--- src/rtl/core/tsgd_pkg.sv ---
// tsgd_pkg: shared types and constants for the touch sweep gesture detector
// no dependencies

package tsgd_pkg;

    localparam int COORD_WIDTH = 16;
    localparam int VALUE_W     = 16;
    localparam int CFG_W       = 12;
    localparam int CFG_IDX_W   = 3;
    localparam int MODE_W      = 3;
    localparam int STAGE_W     = 2;
    localparam int EXT_W       = (COORD_WIDTH > VALUE_W) ? COORD_WIDTH : VALUE_W;
    localparam int CMP_W       = ((COORD_WIDTH > CFG_W + 1) ? COORD_WIDTH : CFG_W + 1) + 1;

    typedef enum logic [MODE_W-1:0] {
        MODE_SLOT  = 3'd0,
        MODE_TRACK = 3'd1,
        MODE_X     = 3'd2,
        MODE_Y     = 3'd3,
        MODE_OTHER = 3'd4
    } t_mode;

    localparam logic [CFG_IDX_W-1:0] CFG_X_SPAN     = 3'd0;
    localparam logic [CFG_IDX_W-1:0] CFG_X_LEFT_END = 3'd1;
    localparam logic [CFG_IDX_W-1:0] CFG_X_MID_LOW  = 3'd2;
    localparam logic [CFG_IDX_W-1:0] CFG_X_MID_HIGH = 3'd3;
    localparam logic [CFG_IDX_W-1:0] CFG_Y_FLOOR    = 3'd4;

    localparam logic [CFG_W-1:0] RST_X_SPAN     = 12'd1280;
    localparam logic [CFG_W-1:0] RST_X_LEFT_END = 12'd266;
    localparam logic [CFG_W-1:0] RST_X_MID_LOW  = 12'd466;
    localparam logic [CFG_W-1:0] RST_X_MID_HIGH = 12'd800;
    localparam logic [CFG_W-1:0] RST_Y_FLOOR    = 12'd1800;

    localparam logic [VALUE_W-1:0] TRACK_RELEASE = 16'hFFFF;
    localparam logic [STAGE_W-1:0] STAGE_DONE    = 2'd2;
    localparam logic [STAGE_W-1:0] STAGE_BAD     = 2'd3;

    typedef struct packed {
        logic [CFG_W-1:0] x_span;
        logic [CFG_W-1:0] x_left_end;
        logic [CFG_W-1:0] x_mid_low;
        logic [CFG_W-1:0] x_mid_high;
        logic [CFG_W-1:0] y_floor;
    } t_cfg;

    typedef struct packed {
        logic               power_press;
        logic [STAGE_W-1:0] stage;
    } t_res;

endpackage

--- src/rtl/core/touch_sweep_gesture_detect.sv ---
// touch_sweep_gesture_detect: top level, input register, result register, handshakes
// depends on tsgd_pkg, tsgd_cfg, tsgd_eval

// Each accepted touch event gives exactly one result item, and one event can be taken
// every cycle while the output side is ready. An event is held in the input register,
// evaluated against the gesture state in a single pass of compares, and its result
// lands in the output register, which lets the next event enter while a result still
// waits. Slot changes and finger releases clear the zone flags; an X and a Y position
// together trigger the zone check. Stage counts the zones passed in the current touch;
// power_press pulses once per touch. The user must write registers only while the
// block is idle; the block itself does not enforce this. Config ready is always high.

module touch_sweep_gesture_detect (
    input  logic                          i_clk,
    input  logic                          i_rst_n,
    input  logic                          i_valid,
    output logic                          o_ready,
    input  logic [tsgd_pkg::MODE_W-1:0]    i_mode,
    input  logic [tsgd_pkg::VALUE_W-1:0]   i_value,
    output logic                          o_valid,
    input  logic                          i_ready,
    output logic                          o_power_press,
    output logic [tsgd_pkg::STAGE_W-1:0]   o_stage,
    input  logic                          i_cfg_valid,
    output logic                          o_cfg_ready,
    input  logic [tsgd_pkg::CFG_IDX_W-1:0] i_cfg_index,
    input  logic [tsgd_pkg::CFG_W-1:0]     i_cfg_data
);

    logic                          r_in_valid;
    logic [tsgd_pkg::MODE_W-1:0]    r_in_mode;
    logic [tsgd_pkg::VALUE_W-1:0]   r_in_value;
    logic                          r_out_valid;
    tsgd_pkg::t_res                r_out;
    tsgd_pkg::t_res                res;
    tsgd_pkg::t_cfg                cfg;
    logic                          out_free;
    logic                          adv;
    logic                          in_acc;

    assign out_free    = !r_out_valid || i_ready;
    assign adv         = r_in_valid && out_free;
    assign o_ready     = !r_in_valid || out_free;
    assign in_acc      = i_valid && o_ready;
    assign o_cfg_ready = 1'b1;

    tsgd_cfg u_cfg (
        .i_clk       (i_clk),
        .i_rst_n     (i_rst_n),
        .i_cfg_valid (i_cfg_valid),
        .i_cfg_index (i_cfg_index),
        .i_cfg_data  (i_cfg_data),
        .o_cfg       (cfg)
    );

    tsgd_eval u_eval (
        .i_clk   (i_clk),
        .i_rst_n (i_rst_n),
        .i_adv   (adv),
        .i_mode  (r_in_mode),
        .i_value (r_in_value),
        .i_cfg   (cfg),
        .o_res   (res)
    );

    always_ff @(posedge i_clk) begin
        if (!i_rst_n) begin
            r_in_valid  <= 1'b0;
            r_out_valid <= 1'b0;
        end else begin
            if (o_ready) begin
                r_in_valid <= i_valid;
            end
            if (out_free) begin
                r_out_valid <= r_in_valid;
            end
        end
    end

    always_ff @(posedge i_clk) begin
        if (in_acc) begin
            r_in_mode  <= i_mode;
            r_in_value <= i_value;
        end
        if (adv) begin
            r_out <= res;
        end
    end

    assign o_valid       = r_out_valid;
    assign o_power_press = r_out.power_press;
    assign o_stage       = r_out.stage;

    a_press_at_done: assert property (@(posedge i_clk) disable iff (!i_rst_n)
        (o_valid && o_power_press) |-> (o_stage == tsgd_pkg::STAGE_DONE))
        else $error("power press without both zones passed");

    a_stage_range: assert property (@(posedge i_clk) disable iff (!i_rst_n)
        o_valid |-> (o_stage != tsgd_pkg::STAGE_BAD))
        else $error("stage out of range");

    a_slot_clears: assert property (@(posedge i_clk) disable iff (!i_rst_n)
        (adv && (tsgd_pkg::t_mode'(r_in_mode) == tsgd_pkg::MODE_SLOT))
        |=> (o_valid && !o_power_press && (o_stage == '0)))
        else $error("slot change did not clear the gesture");

    a_stall_only_full: assert property (@(posedge i_clk) disable iff (!i_rst_n)
        !o_ready |-> (r_in_valid && r_out_valid))
        else $error("input stalled with a free stage");

endmodule

--- src/rtl/core/tsgd_cfg.sv ---
// tsgd_cfg: configuration register file for the zone edges and band floor
// depends on tsgd_pkg

module tsgd_cfg (
    input  logic                          i_clk,
    input  logic                          i_rst_n,
    input  logic                          i_cfg_valid,
    input  logic [tsgd_pkg::CFG_IDX_W-1:0] i_cfg_index,
    input  logic [tsgd_pkg::CFG_W-1:0]     i_cfg_data,
    output tsgd_pkg::t_cfg                o_cfg
);

    tsgd_pkg::t_cfg r_cfg;
    tsgd_pkg::t_cfg n_cfg;

    always_comb begin
        n_cfg = r_cfg;
        if (i_cfg_valid) begin
            unique case (i_cfg_index)
                tsgd_pkg::CFG_X_SPAN:     n_cfg.x_span     = i_cfg_data;
                tsgd_pkg::CFG_X_LEFT_END: n_cfg.x_left_end = i_cfg_data;
                tsgd_pkg::CFG_X_MID_LOW:  n_cfg.x_mid_low  = i_cfg_data;
                tsgd_pkg::CFG_X_MID_HIGH: n_cfg.x_mid_high = i_cfg_data;
                tsgd_pkg::CFG_Y_FLOOR:    n_cfg.y_floor    = i_cfg_data;
                default:                  n_cfg            = r_cfg;
            endcase
        end
    end

    always_ff @(posedge i_clk) begin
        if (!i_rst_n) begin
            r_cfg.x_span     <= tsgd_pkg::RST_X_SPAN;
            r_cfg.x_left_end <= tsgd_pkg::RST_X_LEFT_END;
            r_cfg.x_mid_low  <= tsgd_pkg::RST_X_MID_LOW;
            r_cfg.x_mid_high <= tsgd_pkg::RST_X_MID_HIGH;
            r_cfg.y_floor    <= tsgd_pkg::RST_Y_FLOOR;
        end else begin
            r_cfg <= n_cfg;
        end
    end

    assign o_cfg = r_cfg;

endmodule

--- src/rtl/core/tsgd_eval.sv ---
// tsgd_eval: gesture state (held coordinates, zone flags, arm) and zone compares
// depends on tsgd_pkg

module tsgd_eval (
    input  logic                          i_clk,
    input  logic                          i_rst_n,
    input  logic                          i_adv,
    input  logic [tsgd_pkg::MODE_W-1:0]    i_mode,
    input  logic [tsgd_pkg::VALUE_W-1:0]   i_value,
    input  tsgd_pkg::t_cfg                i_cfg,
    output tsgd_pkg::t_res                o_res
);

    logic signed [tsgd_pkg::COORD_WIDTH-1:0] r_held_x, n_held_x;
    logic signed [tsgd_pkg::COORD_WIDTH-1:0] r_held_y, n_held_y;
    logic r_x_seen, n_x_seen;
    logic r_y_seen, n_y_seen;
    logic r_first, n_first;
    logic r_second, n_second;
    logic r_armed, n_armed;
    logic fire;

    logic signed [tsgd_pkg::EXT_W-1:0] value_ext;
    logic signed [tsgd_pkg::CMP_W-1:0] x_c, y_c, right_top, mid_hi, mid_lo, left_end, floor_c;
    logic is_clear, low_band, zone1, zone2, zone3;

    assign value_ext = tsgd_pkg::EXT_W'($signed(i_value));
    assign is_clear  = (tsgd_pkg::t_mode'(i_mode) == tsgd_pkg::MODE_SLOT)
                    || ((tsgd_pkg::t_mode'(i_mode) == tsgd_pkg::MODE_TRACK)
                        && (i_value == tsgd_pkg::TRACK_RELEASE));

    assign mid_hi    = tsgd_pkg::CMP_W'($signed({1'b0, i_cfg.x_mid_high}));
    assign mid_lo    = tsgd_pkg::CMP_W'($signed({1'b0, i_cfg.x_mid_low}));
    assign left_end  = tsgd_pkg::CMP_W'($signed({1'b0, i_cfg.x_left_end}));
    assign floor_c   = tsgd_pkg::CMP_W'($signed({1'b0, i_cfg.y_floor}));
    assign right_top = tsgd_pkg::CMP_W'($signed({1'b0, i_cfg.x_span})) - left_end;

    // compares on the coordinates as they stand after this item
    assign x_c      = tsgd_pkg::CMP_W'(n_held_x);
    assign y_c      = tsgd_pkg::CMP_W'(n_held_y);
    assign low_band = y_c > floor_c;
    assign zone1    = (x_c < right_top) && (x_c > mid_hi) && low_band;
    assign zone2    = (x_c < mid_hi) && (x_c > mid_lo) && low_band;
    assign zone3    = (x_c < mid_lo) && (x_c < left_end) && low_band;

    always_comb begin
        n_held_x = r_held_x;
        n_held_y = r_held_y;
        n_x_seen = r_x_seen;
        n_y_seen = r_y_seen;
        n_first  = r_first;
        n_second = r_second;
        n_armed  = r_armed;
        fire     = 1'b0;
        if (is_clear) begin
            n_first  = 1'b0;
            n_second = 1'b0;
            n_armed  = 1'b1;
        end else begin
            if (tsgd_pkg::t_mode'(i_mode) == tsgd_pkg::MODE_X) begin
                n_held_x = value_ext[tsgd_pkg::COORD_WIDTH-1:0];
                n_x_seen = 1'b1;
            end
            if (tsgd_pkg::t_mode'(i_mode) == tsgd_pkg::MODE_Y) begin
                n_held_y = value_ext[tsgd_pkg::COORD_WIDTH-1:0];
                n_y_seen = 1'b1;
            end
            if (n_x_seen && n_y_seen) begin
                n_x_seen = 1'b0;
                n_y_seen = 1'b0;
                if (r_first || zone1) begin
                    n_first = 1'b1;
                    if (r_second || zone2) begin
                        n_second = 1'b1;
                        if (zone3 && r_armed) begin
                            fire    = 1'b1;
                            n_armed = 1'b0;
                        end
                    end
                end
            end
        end
    end

    always_ff @(posedge i_clk) begin
        if (!i_rst_n) begin
            r_held_x <= '0;
            r_held_y <= '0;
            r_x_seen <= 1'b0;
            r_y_seen <= 1'b0;
            r_first  <= 1'b0;
            r_second <= 1'b0;
            r_armed  <= 1'b1;
        end else if (i_adv) begin
            r_held_x <= n_held_x;
            r_held_y <= n_held_y;
            r_x_seen <= n_x_seen;
            r_y_seen <= n_y_seen;
            r_first  <= n_first;
            r_second <= n_second;
            r_armed  <= n_armed;
        end
    end

    assign o_res.power_press = fire;
    assign o_res.stage       = tsgd_pkg::STAGE_W'(n_first) + tsgd_pkg::STAGE_W'(n_second);

endmodule

--- config.mk ---
export PLATFORM = sky130hd
export DESIGN_NAME = touch_sweep_gesture_detect
export DESIGN_NICKNAME = d
export VERILOG_FILES = /design/src/rtl/core/tsgd_pkg.sv /design/src/rtl/core/touch_sweep_gesture_detect.sv /design/src/rtl/core/tsgd_cfg.sv /design/src/rtl/core/tsgd_eval.sv
export SDC_FILE = /design/constraint.sdc
export NUM_CORES = 1
export LEC_CHECK = 0
export ABC_AREA = 0
export BUFFER_PORTS_ARGS = -buffer_cell sky130_fd_sc_hd__buf_2
export CORE_ASPECT_RATIO = 1.25
export CORE_UTILIZATION = 55
export DETAILED_ROUTE_END_ITERATION = 16
export MAX_ROUTING_LAYER = met4
export PLACE_DENSITY = 0.73
export SYNTH_ARGS = -nofsm -noshare
export SYNTH_HDL_FRONTEND = slang
export SYNTH_SLANG_ARGS = --single-unit
--- constraint.sdc ---
create_clock -name i_clk -period 11 [get_ports i_clk]
set_input_delay 2.75 -clock i_clk [delete_from_list [all_inputs] [get_ports i_clk]]
set_output_delay 2.75 -clock i_clk [all_outputs]
set_load 0.005 [all_outputs]
Yosys cells after proc, flatten, opt, wreduce, memory -nomap -nowiden
Cells that the tools add are included.
Widths: inputs -> output; s select.
- flip-flop bits (word level): 121
- bits of input ports: 39
- output and inout bits: 6
- add/subtract/negate cells: 2
- $lt $le $gt $ge: 7
- eq/ne operators: 8
- multiplexer cells: 23
- bitwise logic cells: 4
- reductions and logical operators: 32
- operator list (operator ; number):
    $lt 16x13->1 ; 4
    $mux 16 ; 4
    $gt 16x13->1 ; 3
    $mux 1 ; 19
    $eq 16x16->1 const B ; 1
    $sub 12x12->13 ; 1
    $eq 3x2->1 const B ; 4
    $reduce_and 2->1 ; 6
    $logic_and 1x1->1 ; 11
    $reduce_bool 2->1 ; 4
    $eq 3x1->1 const B ; 2
    $logic_not 3->1 ; 2
    $logic_or 1x1->1 ; 5
    $reduce_and 5->1 ; 1
    $not 1->1 ; 4
    $reduce_or 4->1 ; 1
    $eq 3x3->1 const B ; 1
    $add 1x1->2 ; 1
    $logic_not 1->1 ; 2

Longest topological paths before layout
- word-level depth: 13
- depth in mapped cells: 21
- gate-level depth less buffers: 21

Modules after synthesis
Synthesis repeated with hierarchy kept, for this count alone.
- cells, all modules: 791
- area, all modules: 7101.8 µm²
- by module, submodules not included (module ; instances ; cells each ; area each (µm²)):
    tsgd_eval ; 1 ; 534 ; 4007.6
    tsgd_cfg ; 1 ; 224 ; 2318.5
    touch_sweep_gesture_detect ; 1 ; 33 ; 775.7

Worst setup path before layout
OpenSTA, ideal clock, no wires.
- kind: input to output
- start: input port i_ready
- end: output port o_ready
- arrival time: 3.017 ns
- slack: 5.233 ns
- stages: 2
- cells stage by stage: nor2b_1 -> nand2_1
- cells in the longest elaborated chain, start to end: 2
- ends and longest elaborated chain (element ; line ; source):
    from (decl) ; touch_sweep_gesture_detect.sv:21 ; input logic i_ready,
    $logic_or 1x1->1 ; touch_sweep_gesture_detect.sv:41 ; assign out_free = !r_out_valid || i_ready;
    $logic_or 1x1->1 ; touch_sweep_gesture_detect.sv:43 ; assign o_ready = !r_in_valid || out_free;
    to (decl) ; touch_sweep_gesture_detect.sv:17 ; output logic o_ready,
Every way passes these cells.

Worst setup path in the final report
Same ends and word-level chain as after synthesis.

==> flow_summary_export.csv <==
group,metric,value,unit
global_routing,grt_usage,29.8,%
power_and_ir_drop,power_density,152,nW/um2
route,vias,5848,
power_and_ir_drop,p_clk_share,48.1,%
global_routing,antenna_found_initial,0,
logic_synthesis,syn_area_per_cell,8.59,um2
hold_path,hp-class,"register to register",
layout,nets,950,
layout,seqCellArea,2640,um2
global_routing,first_global_vias,5823,
global_routing,overflow,0,
logic_synthesis,synthTopCellsByCount,"nand2_1 (190), dfxtp_1 (99), ha_1 (70), a21boi_0 (56), nor2_1 (52)",
route,final_antenna_net_count,0,
worst_setup_path,slowest_stage,"nor2b_1",
clock_network,root_buffer,"clkbuf_16",
clock_network,cts-htree-levels,4,
logic_synthesis,ys_top_cells_by_area,"dfxtp_1 (28%), ha_1 (13%), nand2_1 (10%)",
worst_setup_path,crit_required,8250,ps
logic_synthesis,yosysTopAreaCellShare,28.4,%
route,dr.pass1.iters,5,
logic_synthesis,synth_edf_count,22,
die,start_util,56.8,%
global_routing,grtUsageMet1,33.7,%
logic_synthesis,yosysUniqueCellTypes,62,
logic_synthesis,synth_most_common_cell,"nand2_1",
global_routing,grt_most_used_layer,"met2",
clock_network,cts_tree,"yes",
worst_setup_path,cp_common_cell,"buf_2",
clock_network,post_cts_resize_count,0,
logic_synthesis,ys_ff_latch,121,
run_status,status,"finished, final reports clean",
timing,min_period_over_period,54.6,%
worst_setup_path,crit_cells,4,
timing,relSlewSlack,24.2,%
layout,drive_gt1_share,12.3,%
logic_synthesis,synth-seq-area-share,37.9,%
route,viasPerCell,5.75,
placement,gp_congestion,0.814,
route,drc,0,
worst_setup_path,r2r_start,"u_cfg.o_cfg[36]",
worst_setup_path,critPathTopFamily,"simple AND/OR/NAND/NOR gates",
clock_network,clock_sinks,121,
timing,tns,0,ps
clock_network,ctsHoldBuffers,0,
die,die_area,13100,um2
worst_setup_path,reg2reg_depth,20,
timing,max_clock_freq,0.166,GHz
route,drtIter0Drc,270,
clock_network,cts_setup_buffers,0,
worst_setup_path,crit_start,"i_ready",
logic_synthesis,yosys.area.top_type,"dfxtp_1",
timing,fin_worst_skew,11.1,ps
route,drt_wl_total,17500,um
timing,finalMaxSlewViolations,0,
clock_network,clkSlewWorstSetupHoldPaths,60,ps
power_and_ir_drop,comb_power_share,11.7,%
layout,num-fill-cells,1066,
layout,insertedDiodeCount,0,
die,core_area,12300,um2
global_routing,grt_pass1_wl,28700,um
power_and_ir_drop,p_switching,309,uW
clock_network,cts_buffers,17,
logic_synthesis,synth_cells,812,
logic_synthesis,ys_warn_count,0,
global_routing,use_met3,5.45,%
timing,setup_violations,0,
placement,io_buffer_count,43,
worst_setup_path,endpoint_kind,"output port",
power_and_ir_drop,vdd_drop_max,92.5,uV
logic_synthesis,synth_nets,922,
global_routing,grt_max_degree,99,
worst_setup_path,critPathKind,"input port to output port",
die,die_h,128,um
worst_setup_path,cp-endpoint,"o_ready",
clock_network,clock_path_buffers,2,
worst_setup_path,cp_cell_sequence,"buf_2 -> nor2b_1 -> nand2_1 -> buf_2",
worst_setup_path,critPathBufInv,2,
timing,tightest_slew,1130,ps
power_and_ir_drop,p_leak,0.00326,uW
power_and_ir_drop,swShare,25.9,%
worst_setup_path,r2r_end,"o_stage[0]",
worst_setup_path,cp_max_fo,4,
logic_synthesis,ys.flop_type,"dfxtp_1",
timing,whs,465,ps
worst_setup_path,rrSetupSlack,6020,ps
placement,dp_hpwl,12600,um
worst_setup_path,cp-start-kind,"input port",
global_routing,gr-usage-met2,49.1,%
timing,hold_viol,0,
layout,syn_to_final_growth,12.9,%
logic_synthesis,synthArstFlopShare,0,%
worst_setup_path,cp.arrival,3260,ps
power_and_ir_drop,power_frac_seq,40.2,%
worst_setup_path,crit_path_max_incr_delay,190,ps
timing,fin_crit,6010,ps
die,io_pins,45,
route,wl_per_cell,17.3,um
clock_network,clk_latency,430,ps
logic_synthesis,synthesis.area,6970,um2
die,std_cell_rows,45,
layout,multi_input_area,4000,um2
power_and_ir_drop,p_int,885,uW
die,dieWidth,103,um
timing,rsz0062_at_grt,"no",
job,maxCapViolations,0,
-- flip-flops by register name (all words and copies together) (netlist names), 2 cells and up --
name             count
u_eval.r_held_y     16
o_stage              2
u_eval.r_held_x     16
r_in_value          16
u_cfg.o_cfg         60
r_in_mode            3
-- power by group through the flow --
| stage | logic, uW | registers (uW) | clock network, uW |
|---|---|---|---|
| floorplan | 98.8 | 483 | 0 |
| global placement | 129 | 488 | 0 |
| detailed placement | 136 | 489 | 0 |
| CTS | 139 | 480 | 577 |
| global route | 155 | 481 | 598 |
| finish | 140 | 480 | 574 |
-- worst min path at each step --
stage | end | start | slack, ps | cells past startpoint
2_1_floorplan | u_eval.r_held_x[10] | u_eval.r_held_x[10] | 440 | 2
3_3_place_gp | u_eval.r_held_x[6] | u_eval.r_held_x[6] | 450 | 2
3_5_place_dp | u_eval.r_held_x[6] | u_eval.r_held_x[6] | 460 | 2
4_1_cts | u_eval.r_held_x[6] | u_eval.r_held_x[6] | 470 | 2
5_1_grt | u_cfg.o_cfg[22] | u_cfg.o_cfg[22] | 480 | 2
6_report | u_eval.r_held_x[10] | u_eval.r_held_x[10] | 470 | 2
-- stage by stage --
stage	instance area [um2]	power [uW]	utilization, %	std cells	worst slack [ps]
detailed placement	7260	625	59.2	985	4990
CTS	7870	1200	64.1	1017	4980
global route	7870	1230	64.1	1017	4930
floorplan	6970	582	-	812	5230
finish	7870	1190	64.1	1017	4990
global placement	7260	617	59.2	985	5000
-- cell families after synthesis --
| group | after synthesis | synth area share [%] |
|---|---|---|
| multiplexers | 25 | 4.18 |
| flip-flops | 121 | 37.9 |
| adder cells (fa/ha/maj) | 72 | 13.0 |
| other | 1 | 0.0538 |
| XOR/XNOR | 16 | 2.01 |
| buffers and inverters | 87 | 4.90 |
| AND/OR/NAND/NOR | 322 | 20.6 |
| AO/OA/AOI/OAI | 168 | 17.4 |
-- worst min-delay path, stage by stage (launching register included) --
cell      delay [ps]
dfxtp_1          310
nand2_1           50
a21boi_0          60
-- area by class of cell --
type | instances | area share (%)
multi-input cells | 604 | 50.7
flip-flops and latches | 121 | 33.6
clock buffers | 18 | 5.58
repair buffers | 45 | 2.92
well taps | 164 | 2.61
inverters | 51 | 2.43
clock inverters | 14 | 2.15
-- metal layers --
metal  part of all wire (%)  routed length [um]
met2                     49                8600
met3                    4.7                 828
met1                     42                7370
met4                    4.2                 745
met5                      0                   0
-- placed cells by master (no fill, tap or decap), drive strengths merged, types with 6 or more instances in the layout --
master and instances:
nor3b 13, nor2b 14, xnor2 8, o21ai 16
a211oi 6, nor2 52, mux2i 12, nand2 190
dfxtp 99, inv 54, nand4 13, mux2 13
xor2 8, o211ai 20, a21boi 56, nor3 9
a21oi 28, edfxtp 22, nand3 8, clkbuf 18
a21o 10, o21a 6, buf 45, ha 70
Power figures use the tool's default switching activity.
